==> config.mk <==
export PLATFORM = sky130hd
export DESIGN_NAME = rtc_tick_compensator_flat
export DESIGN_NICKNAME = d
export VERILOG_FILES = /design/src/design/rtc_tc_pkg.sv /design/src/design/rtc_tc_if.sv /design/src/design/rtc_tc_div.sv /design/src/design/rtc_tc_mac.sv /design/src/design/rtc_tick_compensator.sv /design/src/flat_wrapper.sv
export SDC_FILE = /design/constraint.sdc
export NUM_CORES = 2
export LEC_CHECK = 0
export CAP_MARGIN = 20
export CORE_MARGIN = 10
export CORE_UTILIZATION = 35
export DETAILED_ROUTE_END_ITERATION = 16
export DONT_BUFFER_PORTS = 1
export GPL_TIMING_DRIVEN = 0
export PLACE_DENSITY = 0.49
export SETUP_SLACK_MARGIN = 0.1
export SLEW_MARGIN = 10
export SYNTH_ARGS = -nofsm -noshare
export SYNTH_HDL_FRONTEND = slang
export SYNTH_SLANG_ARGS = --single-unit
==> constraint.sdc <==
create_clock -name clock -period 9.1 [get_ports clock]
set_input_delay 0.455 -clock clock [delete_from_list [all_inputs] [get_ports clock]]
set_output_delay 0.455 -clock clock [all_outputs]
set_load 0.02 [all_outputs]
==> src/design/rtc_tc_pkg.sv <==
// ----------------------------------------------------------------------------
// RTC tick compensator package
// Shared widths, register indexes, reset values and control bundles.
// ----------------------------------------------------------------------------
package rtc_tc_pkg;

   localparam int RegWidth  = 20;
   localparam int RtcWidth  = 64;
   localparam int TickWidth = 32;
   localparam int ProdWidth = 2 * RegWidth;
   // RTC counts per tick: floor(P / 1e6) stays below 2^21 for 20-bit registers
   localparam int PerTickWidth = 21;
   localparam int DivSteps     = RtcWidth;
   localparam int CntWidth     = $clog2(DivSteps);
   localparam int MulBits      = 20;
   localparam int IdxWidth     = 1;

   localparam logic [IdxWidth-1:0] RegIdxClkHz = 1'd0;
   localparam logic [IdxWidth-1:0] RegIdxUsec  = 1'd1;

   localparam logic [RegWidth-1:0] ClkHzReset  = 20'd32000;
   localparam logic [RegWidth-1:0] UsecReset   = 20'd10000;
   localparam logic [MulBits-1:0]  UsecPerSec  = 20'd1000000;

   typedef struct packed {
      logic load;
      logic step;
   } div_ctl_type;

   typedef struct packed {
      logic clear;
      logic step;
   } mac_ctl_type;

endpackage

==> src/design/rtc_tc_if.sv <==
// ----------------------------------------------------------------------------
// RTC tick compensator channels
// Request and response channels with valid/ready handshake.
// ----------------------------------------------------------------------------
interface rtc_tc_req_if;
   logic                            valid;
   logic                            ready;
   logic                            mode;
   logic [rtc_tc_pkg::RtcWidth-1:0] rtc_now;

   modport source (output valid, output mode, output rtc_now, input ready);
   modport sink (input valid, input mode, input rtc_now, output ready);
endinterface

interface rtc_tc_rsp_if;
   logic                             valid;
   logic                             ready;
   logic [rtc_tc_pkg::TickWidth-1:0] ticks_due;
   logic                             resynced;

   modport source (output valid, output ticks_due, output resynced, input ready);
   modport sink (input valid, input ticks_due, input resynced, output ready);
endinterface

==> src/design/rtc_tc_div.sv <==
// ----------------------------------------------------------------------------
// RTC tick compensator divider
// Radix-2 restoring divider, one quotient bit per step, quotient shifted
// into the dividend register.
// ----------------------------------------------------------------------------
module rtc_tc_div (
   input  logic                               clock,
   input  rtc_tc_pkg::div_ctl_type            ctl,
   input  logic [rtc_tc_pkg::ProdWidth-1:0]   load_rem,
   input  logic [rtc_tc_pkg::RtcWidth-1:0]    load_dvd,
   input  logic [rtc_tc_pkg::ProdWidth-1:0]   divisor,
   output logic [rtc_tc_pkg::RtcWidth-1:0]    quot,
   output logic                               qbit
);

   logic [rtc_tc_pkg::ProdWidth-1:0] rem_ff, rem_in;
   logic [rtc_tc_pkg::RtcWidth-1:0]  dvd_ff, dvd_in;
   logic [rtc_tc_pkg::ProdWidth:0]   rem_sh;
   logic [rtc_tc_pkg::ProdWidth+1:0] sub;

   always_comb begin
      rem_sh = {rem_ff, dvd_ff[rtc_tc_pkg::RtcWidth-1]};
      sub    = {1'b0, rem_sh} - {2'b0, divisor};
      qbit   = ~sub[rtc_tc_pkg::ProdWidth+1];
      rem_in = rem_ff;
      dvd_in = dvd_ff;
      if (ctl.load) begin
         rem_in = load_rem;
         dvd_in = load_dvd;
      end else if (ctl.step) begin
         // a zero divisor always subtracts, giving an all-ones quotient
         rem_in = qbit ? sub[rtc_tc_pkg::ProdWidth-1:0]
                       : rem_sh[rtc_tc_pkg::ProdWidth-1:0];
         dvd_in = {dvd_ff[rtc_tc_pkg::RtcWidth-2:0], qbit};
      end
   end

   always_ff @(posedge clock) begin
      rem_ff <= rem_in;
      dvd_ff <= dvd_in;
   end

   assign quot = dvd_ff;

endmodule

==> src/design/rtc_tc_mac.sv <==
// ----------------------------------------------------------------------------
// RTC tick compensator serial multiplier
// Shift-and-add accumulator, one multiplier bit per step, MSB first,
// wrapping at 64 bits.
// ----------------------------------------------------------------------------
module rtc_tc_mac (
   input  logic                             clock,
   input  rtc_tc_pkg::mac_ctl_type          ctl,
   input  logic                             mul_bit,
   input  logic [rtc_tc_pkg::RtcWidth-1:0]  addend,
   output logic [rtc_tc_pkg::RtcWidth-1:0]  acc
);

   logic [rtc_tc_pkg::RtcWidth-1:0] acc_ff, acc_in;

   always_comb begin
      acc_in = acc_ff;
      if (ctl.clear) begin
         acc_in = '0;
      end else if (ctl.step) begin
         acc_in = {acc_ff[rtc_tc_pkg::RtcWidth-2:0], 1'b0}
                  + (mul_bit ? addend : '0);
      end
   end

   always_ff @(posedge clock) begin
      acc_ff <= acc_in;
   end

   assign acc = acc_ff;

endmodule

==> src/design/rtc_tick_compensator.sv <==
// Sequence: a tick word goes through load, the 21-step radix-2 divide for
//   counts per tick, rounding, the 64-step radix-2 divide and the final step
//   before the hold step; a resync word, a first reading or a reading that
//   went backwards goes directly to the hold step. A new word is taken only
//   in idle; a stalled response register holds the sequencer in its last step.
// Reset: clears the stored reading to zero, restores the register defaults and
//   empties the response register; no clearing pass is needed.
// ----------------------------------------------------------------------------
// RTC tick compensator
// Turns a free-running RTC reading into a count of due system ticks, with
// rounding and carry of the fractional remainder to the next interrupt.
// ----------------------------------------------------------------------------
module rtc_tick_compensator (
   input  logic                                 clock,
   input  logic                                 reset,
   rtc_tc_req_if.sink                           req_chan,
   rtc_tc_rsp_if.source                         rsp_chan,
   input  logic                                 csr_we,
   input  logic [rtc_tc_pkg::IdxWidth-1:0]      csr_index,
   input  logic [rtc_tc_pkg::RegWidth-1:0]      csr_wdata
);

   // sequencer codes
   localparam logic [2:0] StIdle = 3'd0;
   localparam logic [2:0] StLoad = 3'd1;   // load divider with P / 1e6
   localparam logic [2:0] StDivT = 3'd2;   // counts per tick, diff * 1e6 alongside
   localparam logic [2:0] StAdd  = 3'd3;   // round and load numerator
   localparam logic [2:0] StDivQ = 3'd4;   // tick quotient, Q * T alongside
   localparam logic [2:0] StFin  = 3'd5;   // pick outcome, advance stored reading
   localparam logic [2:0] StHold = 3'd6;   // hand result to response register

   localparam int W  = rtc_tc_pkg::RtcWidth;
   localparam int PW = rtc_tc_pkg::ProdWidth;
   localparam int TW = rtc_tc_pkg::PerTickWidth;
   localparam int CW = rtc_tc_pkg::CntWidth;

   logic [2:0]                        state_ff, state_in;
   logic [CW-1:0]                     cnt_ff, cnt_in;
   logic [rtc_tc_pkg::RegWidth-1:0]   clk_hz_ff, clk_hz_in;
   logic [rtc_tc_pkg::RegWidth-1:0]   usec_ff, usec_in;
   logic [W-1:0]                      last_ff, last_in;
   logic [W-1:0]                      now_ff, now_in;
   logic [W-1:0]                      diff_ff, diff_in;
   logic [PW-1:0]                     prod_ff, prod_in;
   logic [TW-1:0]                     tick_ff, tick_in;
   logic [rtc_tc_pkg::TickWidth-1:0]  stg_ticks_ff, stg_ticks_in;
   logic                              stg_resync_ff, stg_resync_in;
   logic                              rsp_valid_ff, rsp_valid_in;
   logic [rtc_tc_pkg::TickWidth-1:0]  rsp_ticks_ff, rsp_ticks_in;
   logic                              rsp_resync_ff, rsp_resync_in;

   logic                              req_fire;
   logic                              rsp_free;
   rtc_tc_pkg::div_ctl_type           div_ctl;
   rtc_tc_pkg::mac_ctl_type           mac_ctl;
   logic [PW-1:0]                     div_load_rem;
   logic [W-1:0]                      div_load_dvd;
   logic [PW-1:0]                     div_divisor;
   logic [W-1:0]                      div_quot;
   logic                              div_qbit;
   logic                              mac_bit;
   logic [W-1:0]                      mac_addend;
   logic [W-1:0]                      mac_acc;
   logic [4:0]                        mul_idx;
   logic [rtc_tc_pkg::MulBits-1:0]    mul_word;

   assign req_fire       = req_chan.valid && req_chan.ready;
   assign rsp_free       = !rsp_valid_ff || rsp_chan.ready;
   assign req_chan.ready = (state_ff == StIdle);

   assign rsp_chan.valid     = rsp_valid_ff;
   assign rsp_chan.ticks_due = rsp_ticks_ff;
   assign rsp_chan.resynced  = rsp_resync_ff;

   // multiplier bits of 1e6, MSB first, one per step of the T division until all MulBits are used
   assign mul_idx  = 5'(rtc_tc_pkg::MulBits - 1) - cnt_ff[4:0];
   assign mul_word = rtc_tc_pkg::UsecPerSec >> mul_idx;

   always_comb begin
      state_in      = state_ff;
      cnt_in        = cnt_ff;
      clk_hz_in     = clk_hz_ff;
      usec_in       = usec_ff;
      last_in       = last_ff;
      now_in        = now_ff;
      diff_in       = diff_ff;
      prod_in       = prod_ff;
      tick_in       = tick_ff;
      stg_ticks_in  = stg_ticks_ff;
      stg_resync_in = stg_resync_ff;
      rsp_valid_in  = rsp_valid_ff && !rsp_chan.ready;
      rsp_ticks_in  = rsp_ticks_ff;
      rsp_resync_in = rsp_resync_ff;

      div_ctl      = '0;
      mac_ctl      = '0;
      div_load_rem = '0;
      div_load_dvd = '0;
      div_divisor  = prod_ff;
      mac_bit      = 1'b0;
      mac_addend   = diff_ff;

      // register writes must arrive only while idle; the block itself does not enforce it
      if (csr_we) begin
         unique case (csr_index)
            rtc_tc_pkg::RegIdxClkHz: clk_hz_in = csr_wdata;
            rtc_tc_pkg::RegIdxUsec:  usec_in   = csr_wdata;
            default: ;
         endcase
      end

      unique case (state_ff)
         StIdle: begin
            if (req_fire) begin
               now_in = req_chan.rtc_now;
               if (req_chan.mode) begin
                  // resync request: load the reading, no ticks
                  last_in       = req_chan.rtc_now;
                  stg_ticks_in  = '0;
                  stg_resync_in = 1'b1;
                  state_in      = StHold;
               end else if (last_ff == '0 || req_chan.rtc_now < last_ff) begin
                  // first reading or counter went backwards: resync, one tick
                  last_in       = req_chan.rtc_now;
                  stg_ticks_in  = rtc_tc_pkg::TickWidth'(1);
                  stg_resync_in = 1'b1;
                  state_in      = StHold;
               end else begin
                  diff_in  = req_chan.rtc_now - last_ff;
                  prod_in  = {{(PW - rtc_tc_pkg::RegWidth){1'b0}}, clk_hz_ff}
                             * {{(PW - rtc_tc_pkg::RegWidth){1'b0}}, usec_ff};
                  state_in = StLoad;
               end
            end
         end
         StLoad: begin
            // P / 1e6 needs only TW quotient bits: preload the high part of P
            div_ctl.load = 1'b1;
            div_load_rem = PW'(prod_ff[PW-1:TW]);
            div_load_dvd = {prod_ff[TW-1:0], {(W - TW){1'b0}}};
            mac_ctl.clear = 1'b1;
            cnt_in   = '0;
            state_in = StDivT;
         end
         StDivT: begin
            div_ctl.step = 1'b1;
            div_divisor  = PW'(rtc_tc_pkg::UsecPerSec);
            mac_ctl.step = (cnt_ff < CW'(rtc_tc_pkg::MulBits));
            mac_bit      = mul_word[0];
            mac_addend   = diff_ff;
            cnt_in       = cnt_ff + 1'b1;
            if (cnt_ff == CW'(TW - 1)) begin
               state_in = StAdd;
            end
         end
         StAdd: begin
            // add half the counts per tick to round the quotient
            tick_in       = div_quot[TW-1:0];
            div_ctl.load  = 1'b1;
            div_load_rem  = '0;
            div_load_dvd  = mac_acc + W'(div_quot[TW-1:1]);
            mac_ctl.clear = 1'b1;
            cnt_in        = '0;
            state_in      = StDivQ;
         end
         StDivQ: begin
            // each quotient bit also drives the Q * T accumulator
            div_ctl.step = 1'b1;
            div_divisor  = prod_ff;
            mac_ctl.step = 1'b1;
            mac_bit      = div_qbit;
            mac_addend   = W'(tick_ff);
            cnt_in       = cnt_ff + 1'b1;
            if (cnt_ff == CW'(rtc_tc_pkg::DivSteps - 1)) begin
               state_in = StFin;
            end
         end
         StFin: begin
            if (|div_quot[W-1:rtc_tc_pkg::TickWidth]) begin
               // too many ticks (or zero divisor): resync, one tick
               last_in       = now_ff;
               stg_ticks_in  = rtc_tc_pkg::TickWidth'(1);
               stg_resync_in = 1'b1;
            end else if (div_quot == '0) begin
               // never report zero ticks on an interrupt
               last_in       = last_ff + W'(tick_ff);
               stg_ticks_in  = rtc_tc_pkg::TickWidth'(1);
               stg_resync_in = 1'b0;
            end else begin
               // advance by whole ticks, keep the fraction for next time
               last_in       = last_ff + mac_acc;
               stg_ticks_in  = div_quot[rtc_tc_pkg::TickWidth-1:0];
               stg_resync_in = 1'b0;
            end
            state_in = StHold;
         end
         StHold: begin
            if (rsp_free) begin
               rsp_valid_in  = 1'b1;
               rsp_ticks_in  = stg_ticks_ff;
               rsp_resync_in = stg_resync_ff;
               state_in      = StIdle;
            end
         end
         default: begin
            state_in = StIdle;
         end
      endcase
   end

   always_ff @(posedge clock) begin
      if (reset) begin
         state_ff     <= StIdle;
         clk_hz_ff    <= rtc_tc_pkg::ClkHzReset;
         usec_ff      <= rtc_tc_pkg::UsecReset;
         last_ff      <= '0;
         rsp_valid_ff <= 1'b0;
      end else begin
         state_ff     <= state_in;
         clk_hz_ff    <= clk_hz_in;
         usec_ff      <= usec_in;
         last_ff      <= last_in;
         rsp_valid_ff <= rsp_valid_in;
      end
   end

   always_ff @(posedge clock) begin
      cnt_ff        <= cnt_in;
      now_ff        <= now_in;
      diff_ff       <= diff_in;
      prod_ff       <= prod_in;
      tick_ff       <= tick_in;
      stg_ticks_ff  <= stg_ticks_in;
      stg_resync_ff <= stg_resync_in;
      rsp_ticks_ff  <= rsp_ticks_in;
      rsp_resync_ff <= rsp_resync_in;
   end

   rtc_tc_div u_div (
      .clock    (clock),
      .ctl      (div_ctl),
      .load_rem (div_load_rem),
      .load_dvd (div_load_dvd),
      .divisor  (div_divisor),
      .quot     (div_quot),
      .qbit     (div_qbit)
   );

   rtc_tc_mac u_mac (
      .clock   (clock),
      .ctl     (mac_ctl),
      .mul_bit (mac_bit),
      .addend  (mac_addend),
      .acc     (mac_acc)
   );

   // a result without resync always carries at least one tick
   a_ticks_nonzero: assert property (@(posedge clock) disable iff (reset)
      rsp_chan.valid && !rsp_chan.resynced |-> rsp_chan.ticks_due != '0)
      else $error("tick result with zero ticks");

   // a resync request stages zero ticks with the resync flag
   a_resync_stage: assert property (@(posedge clock) disable iff (reset)
      req_fire && req_chan.mode |=> state_ff == StHold && stg_ticks_ff == '0
                                    && stg_resync_ff)
      else $error("resync request staged wrongly");

   // the stored reading moves only on acceptance or at the final step
   a_last_moves: assert property (@(posedge clock) disable iff (reset)
      !$past(reset) && !$stable(last_ff)
         |-> $past(state_ff) == StIdle || $past(state_ff) == StFin)
      else $error("stored reading changed mid-computation");

   // no new word is taken during the tick quotient divide
   a_no_overlap: assert property (@(posedge clock) disable iff (reset)
      state_ff == StDivQ |-> !req_chan.ready)
      else $error("request taken during divide");

endmodule
==> src/flat_wrapper.sv <==
// flat-port wrapper written by rule: the top's interface ports become plain ports
module rtc_tick_compensator_flat 
  (clock, reset, csr_we, csr_index, csr_wdata, req_chan_valid, req_chan_mode, req_chan_rtc_now, req_chan_ready, rsp_chan_valid, rsp_chan_ticks_due, rsp_chan_resynced, rsp_chan_ready);
  rtc_tc_req_if req_chan_i ();
  rtc_tc_rsp_if rsp_chan_i ();
  input  logic clock;
  input  logic reset;
  input  logic csr_we;
  input  logic [rtc_tc_pkg::IdxWidth-1:0] csr_index;
  input  logic [rtc_tc_pkg::RegWidth-1:0] csr_wdata;
  input wire logic [$bits(req_chan_i.valid)-1:0] req_chan_valid;
  input wire logic [$bits(req_chan_i.mode)-1:0] req_chan_mode;
  input wire logic [$bits(req_chan_i.rtc_now)-1:0] req_chan_rtc_now;
  output wire logic [$bits(req_chan_i.ready)-1:0] req_chan_ready;
  output wire logic [$bits(rsp_chan_i.valid)-1:0] rsp_chan_valid;
  output wire logic [$bits(rsp_chan_i.ticks_due)-1:0] rsp_chan_ticks_due;
  output wire logic [$bits(rsp_chan_i.resynced)-1:0] rsp_chan_resynced;
  input wire logic [$bits(rsp_chan_i.ready)-1:0] rsp_chan_ready;
  assign req_chan_i.valid = req_chan_valid;
  assign req_chan_i.mode = req_chan_mode;
  assign req_chan_i.rtc_now = req_chan_rtc_now;
  assign req_chan_ready = req_chan_i.ready;
  assign rsp_chan_valid = rsp_chan_i.valid;
  assign rsp_chan_ticks_due = rsp_chan_i.ticks_due;
  assign rsp_chan_resynced = rsp_chan_i.resynced;
  assign rsp_chan_i.ready = rsp_chan_ready;
  rtc_tick_compensator u_core (.clock(clock), .reset(reset), .req_chan(req_chan_i), .rsp_chan(rsp_chan_i), .csr_we(csr_we), .csr_index(csr_index), .csr_wdata(csr_wdata));
endmodule
## Yosys cells after proc, flatten, opt, wreduce, memory -nomap -nowiden

Index checks and enable logic that the tools add are counted.
Widths: inputs -> output; s select.

| word-level totals | value |
|---|---|
| output and inout bits | 35 |
| input port bits | 91 |
| flip-flop bits (word level) | 537 |
| logic and storage cells | 109 |

| operators by class | value |
|---|---|
| $mul | 1 |
| shifts and indexed selects | 1 |
| equality and inequality tests | 13 |
| add/subtract/negate cells | 8 |
| mux-type cells | 41 |
| bitwise logic cells | 4 |
| $lt $le $gt $ge | 2 |
| reduce and logical (&&, ||, !) cells | 22 |

Operators by type and width:

| operator | count |
|---|---|
| $mux 64 | 9 |
| $pmux 64 s2 | 2 |
| $mux 32 | 5 |
| $mux 40 | 4 |
| $add 64x64->64 | 2 |
| $logic_not 64->1 | 2 |
| $add 64x20->64 | 1 |
| $add 64x21->64 | 1 |
| $lt 64x64->1 | 1 |
| $pmux 32 s2 | 1 |
| $sub 64x64->64 | 1 |
| $sub 41x40->42 | 1 |
| $mul 20x20->40 | 1 |
| $reduce_or 32->1 | 1 |
| $pmux 3 s7 | 1 |
| $shr 20x5->1 const A | 1 |
| $mux 19 | 1 |
| $mux 3 | 6 |
| $pmux 6 s2 | 1 |
| $eq 3x3->1 const B | 3 |
| $mux 1 | 8 |
| $reduce_and 2->1 | 4 |
| $reduce_and 4->1 | 2 |
| $add 6x1->6 const B | 1 |
| other kinds (18) | 32 |

## Logic depth before layout (Yosys ltp)

| logic depth | value |
|---|---|
| depth after elaboration | 7 |
| gate-level depth with buffers | 31 |
| mapped depth without buffers | 27 |

## Modules after synthesis

From an unflattened synthesis, not the netlist that was laid out.

| second synthesis, totals | value |
|---|---|
| cells, all modules | 5803 |
| area, all modules | 51558.2 sq um |

Modules (own cells, without submodules):

| module | times used | seq. area each (sq um) | area each (sq um) | cells each |
|---|---|---|---|---|
| rtc_tick_compensator | 1 | 9999.6 | 38544.5 | 4348 |
| rtc_tc_div | 1 | 3123.0 | 6802.8 | 638 |
| rtc_tc_mac | 1 | 1281.2 | 6211.0 | 817 |

## Worst setup path before layout

OpenSTA, ideal clock, no wires.

| path | value |
|---|---|
| path type | input -> register |
| start point | in req_chan_rtc_now[0] |
| end point | reg u_core.diff_ff[0] (enable) |
| stages | 11 |
| required time | 8.532 ns |
| setup time | 0.568 ns |
| path slack | 1.828 ns |
| data arrival time | 6.703 ns |
| path buffers | 0 |
| path through | inv_1 > ha_1 > fa_1 > nand2b_1 > a21oi_1 > o2111ai_1 > a31oi_1 > o211ai_1 > a21oi_1 > o211ai_1 > nor2_1 |

| between the ends | value |
|---|---|
| cells in the longest elaborated chain, start to end | 4 |

RTL lines:

| what | line | text |
|---|---|---|
| from (decl) | flat_wrapper.sv:13 | `input wire logic [$bits(req_chan_i.rtc_now)-1:0] req_chan_rtc_now;` |
| $lt 64x64->1 | rtc_tick_compensator.sv:122 | `end else if (last_ff == '0 \|\| req_chan.rtc_now < last_ff) begin` |
| $logic_or 1x1->1 | rtc_tick_compensator.sv:122 |  |
| $not 1->1 (no source line) | n/a |  |
| $reduce_and 4->1 (no source line) | n/a |  |
| to (signal assigned) | rtc_tick_compensator.sv:230 | `diff_ff <= diff_in;` |
| to (decl) | rtc_tick_compensator.sv:43 | `logic [W-1:0] diff_ff, diff_in;` |

No other way between the ends.
A chain may end at the register's enable or synchronous reset.

## Worst setup path after layout

| path | value |
|---|---|
| start point | reg u_core.state_ff[0] |
| end point | reg u_core.u_mac.acc_ff (netlist bit u_core.u_mac.acc[57]) |

| between the ends | value |
|---|---|
| cells in the longest elaborated chain, start to end | 7 |
| elaborated cells on any way between the ends | 14 |
| classes of those cells | 2 x add/sub; 4 x eq/ne; 6 x mux; 1 x bitwise; 1 x reduce/logical |

RTL lines:

| what | line | text |
|---|---|---|
| from (decl) | rtc_tick_compensator.sv:37 | `logic [2:0] state_ff, state_in;` |
| from (signal assigned) | rtc_tick_compensator.sv:213 | `state_ff <= StIdle;` |
| from (signal assigned) | rtc_tick_compensator.sv:219 | `state_ff <= state_in;` |
| $eq 3x2->1 | rtc_tick_compensator.sv:112 | `unique case (state_ff)` |
| $mux 40 | rtc_tick_compensator.sv:112 |  |
| $sub 41x40->42 | rtc_tc_div.sv:23 | `sub = {1'b0, rem_sh} - {2'b0, divisor};` |
| $not 1->1 | rtc_tc_div.sv:24 | `qbit = ~sub[rtc_tc_pkg::ProdWidth+1];` |
| $pmux 1 s2 | rtc_tick_compensator.sv:112 |  |
| $mux 64 | rtc_tc_mac.sv:22 | `+ (mul_bit ? addend : '0);` |
| $add 64x64->64 | rtc_tc_mac.sv:22 |  |
| to (signal assigned) | rtc_tc_mac.sv:27 | `acc_ff <= acc_in;` |
| to (decl) | rtc_tc_mac.sv:14 | `logic [rtc_tc_pkg::RtcWidth-1:0] acc_ff, acc_in;` |

Parallel ways exist; a longest one is shown, timed or not.

==> summary.txt <==
STA
  – Hold Worst Slack: 29.08 ps
  – Fin. Hold Viols: 0
  – Fmax: 119.1 MHz
  – Final Max Slew Viols: 0
  – Max-slew headroom: 14.91%
  – Setup TNS: 0 ps
  – Clock Skew: 51.69 ps
  – RSZ-0062 raised after global routing: true
  – Post-route minimum period: ~8400 ps
  – Fin crit share: 92.26%
  – Worst-Margin Slew: 1276 ps
  – Final Setup Violations: 0
  – Setup WS post-layout: 704.7 ps

Place
  – Port-buffer cells: 0
  – Placed cell areas: ~52,000 um2
  – Placed cell count: 7,480
  – Final GP Congestion: 0.9237
  – Detailed Place HPWL: about 140 mm
  – Worst slack, placed: -336.5 ps

Critical path
  – Startpoint type of the worst setup path: flip-flop
  – CP max stage delay: about 460 ps
  – Crit. End Element: flip-flop
  – R2R Path Start: u_core.state_ff[0]
  – Slowest CP cell: fa_1
  – R2R setup slack: approximately 700 ps
  – Critical path arrival: between 8000 and 9000 ps
  – R2R Path End: u_core.u_mac.acc[57]
  – Crit path to: u_core.u_mac.acc[57]
  – Crit path kind: flip-flop to flip-flop
  – Beginning of the critical path: u_core.state_ff[0]
  – Worst R2R Path Depth: 30
  – Worst-path fanout max: 10
  – Crit path required time: 9620 ps

Floorplanning
  – Starting Density: 35.36%
  – FP Rows: 137
  – I/O Pins: roughly 130
  – Chip Width: 395.9 um
  – Height of the die: slightly below 400 um
  – Die area: 156,800 um2
  – Core ar.: 139,900 um2

Clocking
  – Clock sink total: 537
  – Htree depth: 3
  – Clk pin slew, worst setup/hold paths: roughly 60 ps
  – Worst-Skew Late Latency: 690 ps
  – CTS tree: yes
  – Clock Path Buffers: 3
  – CTS Root Cell: clkbuf_16
  – CTS Buf Count: a little over 70

Cells and area
  – Nets: 6,586
  – Cell area after layout: 55,400 um2
  – Final Core Density: 39.60%
  – Fillers: 14,410
  – Share of cells above drive strength 1: 3.539%
  – Cell Count, Final, Fillers Out: between 7,000 and 8,000
  – Layout Area Growth over Synthesis: 12.00%

Global route
  – Initial antenna violation count: 5
  – First-pass GRT wire length: 266.0 mm
  – Gr ovfl total: 0
  – Pin count of the biggest net entering global routing: just under 60
  – GRT Util Overall: between 20 and 25%
  – Number of global-route vias before repair: 40,730

Synth
  – Top_reg_cell synth: edfxtp_1
  – #FFs+latches synth: ~540
  – Mean Syn Cell Area: approximately 8.8 um2
  – Syn Std Cell Area: roughly 49,000 um2
  – Syn nets: around 6,400
  – Yosys warns: 0
  – Synth cell types: 80
  – Post-synth top area share: 22.16%
  – Synth area leader: edfxtp_1
  – Sequential area share after synthesis: between 20% and 30%
  – Post-synth EDFFs: about 370
  – Main area contributors after synthesis: edfxtp_1 22%, fa_1 13%, ha_1 10%
  – Gate count after technology mapping: 5,590
  – Async SR Flop Fraction: 0%

Pwr
  – Pwr/cell area: 310.6 nW/um2
  – Static leakage: approximately 23 nW
  – Peak supply drop: 0.1646 mV
  – Total power draw: 17.21 mW

Job
  – Max cap viols: 0

Detailed routing
  – Post-DR wirelength/cell: 23.20 um
  – DR iter-0 viols: about 3,600
  – Pre-antenna DRT Iters: 5
  – Final ANT Viol Nets: 0
  – DR vias: 41,630
  – Routed WL: approximately 180 mm
  – DRC violations left: 0
  – DR vias/cell: 5.407

Outcome
  – Status: complete, no violations

Hold path
  – Hold Path Class: input pin to flip-flop
[state kept, by name, indices dropped and copies added, names as in the netlist]
name,flops
u_core.rsp_chan.resynced,1
u_core.usec_ff,20
u_core.stg_resync_ff,1
u_core.stg_ticks_ff,32
u_core.u_div.quot,64
u_core.now_ff,64
u_core.cnt_ff,6
u_core.tick_ff,21
u_core.state_ff,3
u_core.clk_hz_ff,20
u_core.u_div.rem_ff,40
u_core.rsp_chan.valid,1
u_core.rsp_chan.ticks_due,32
u_core.prod_ff,40
u_core.last_ff,64
u_core.diff_ff,64
u_core.u_mac.acc,64
[worst max-delay path, delay by kind of cell (launching register included)]
kind	cells	cell delay, ps
buffers and inverters	3	910
flip-flops	1	310
XOR/XNOR	1	220
AO/OA/AOI/OAI	18	4870
AND/OR/NAND/NOR	5	900
adder cells (fa/ha/maj)	3	1010
[cell type report]
| class | count | area (um2) | area share (%) |
|---|---|---|---|
| Clock buffer | 94 | 2029 | 3.664 |
| Buffer | 301 | 1141 | 2.060 |
| Clock inverter | 38 | 371.6 | 0.6708 |
| Multi-Input combinational cell | 4256 | 32130 | 58.00 |
| Inverter | 495 | 1861 | 3.359 |
| Timing Repair Buffer | 100 | 1104 | 1.992 |
| Sequential cell | 537 | 14400 | 26.00 |
| Tap cell | 1876 | 2347 | 4.237 |
| Antenna cell | 3 | 7.507 | 0.01355 |
[layer usage]
layer	track usage (%)	part of all wire, %	up-vias
met2	35.16	45	1198
met1	31.30	47	20540
met5	0	0.0073	-
met3	3.209	6.0	174
li1	-	-	19720
met4	5.678	2.4	2
[where the power goes]
| group | total [mW] | switching, mW | internal (mW) | leakage (nW) |
|---|---|---|---|---|
| Sequential | 4.62 | 0.733 | 3.88 | 4.82 |
| Combinational | 9.65 | 6.03 | 3.62 | 17.5 |
| Clock | 2.94 | 1.24 | 1.70 | 1.17 |
[logic make-up (layout without fill, tap and decap cells)]
logic type / after synthesis / after routing / share of synthesized area [%]
other cells: 0 / 3 / 0
mux: 60 / 60 / 1.267
fa+ha+maj: 732 / 732 / 23.45
simple gates: 1827 / 1827 / 17.74
compound gates: 1337 / 1337 / 17.06
flops: 537 / 537 / 29.12
xor+xnor: 300 / 300 / 5.312
buf+inv: 797 / 1028 / 6.051
[cell usage after synthesis (all sizes together), types with 42 or more instances]
| master | n |
|---|---|
| a211oi | 61 |
| a21o | 191 |
| a21oi | 436 |
| and2 | 306 |
| clkbuf | 285 |
| dfxtp | 172 |
| edfxtp | 365 |
| fa | 325 |
| ha | 407 |
| inv | 495 |
| nand2 | 772 |
| nand3 | 104 |
| nand4 | 77 |
| nor2 | 250 |
| nor2b | 78 |
| nor3 | 62 |
| nor4 | 48 |
| o211ai | 94 |
| o21a | 42 |
| o21ai | 267 |
| xnor2 | 164 |
| xor2 | 136 |
[repair_timing]
item,in CTS,in global routing
hold buffers,85,0
gates resized for setup,3,7
setup endpoints to repair,8,19
gates cloned,0,0
endpoints found under the hold margin,128,0
buffers inserted,0,0
[cells in the final DEF (no fill, tap or decap), drive strengths merged, types with 13 or more instances in the layout]
| cell type | instances |
|---|---|
| ha | 407 |
| o31ai | 24 |
| nor4 | 48 |
| or3 | 22 |
| dfxtp | 172 |
| inv | 504 |
| edfxtp | 365 |
| nor3 | 62 |
| a31oi | 36 |
| fa | 325 |
| o211ai | 94 |
| a21o | 191 |
| xnor2 | 164 |
| nor2 | 250 |
| or2 | 13 |
| buf | 32 |
| nand2 | 772 |
| nand3 | 104 |
| and3 | 25 |
| and2 | 306 |
| nand2b | 39 |
| nand4 | 77 |
| clkbuf | 378 |
| a21oi | 436 |
| a211oi | 61 |
| clkinv | 20 |
| a2111oi | 23 |
| o21ai | 267 |
| nor2b | 78 |
| mux2 | 21 |
| and4 | 17 |
| mux2i | 39 |
| o21a | 42 |
| xor2 | 136 |
| o21bai | 33 |
| dlygate4sd3 | 85 |
[worst min path at each step]
stage                                  startpoint                             to  slack, ps  cells past startpoint
after global routing         req_chan_rtc_now[33]             u_core.last_ff[33]         40                      2
after global placement     u_core.stg_ticks_ff[6]   u_core.rsp_chan.ticks_due[6]        400                      0
after CTS                     req_chan_rtc_now[9]              u_core.last_ff[9]          3                      2
after floorplan              u_core.stg_resync_ff       u_core.rsp_chan.resynced        400                      0
after detailed placement  u_core.stg_ticks_ff[22]  u_core.rsp_chan.ticks_due[22]        410                      0
final                        req_chan_rtc_now[31]             u_core.last_ff[31]         30                      2
No activity file was read; power rests on OpenSTA's default activity.
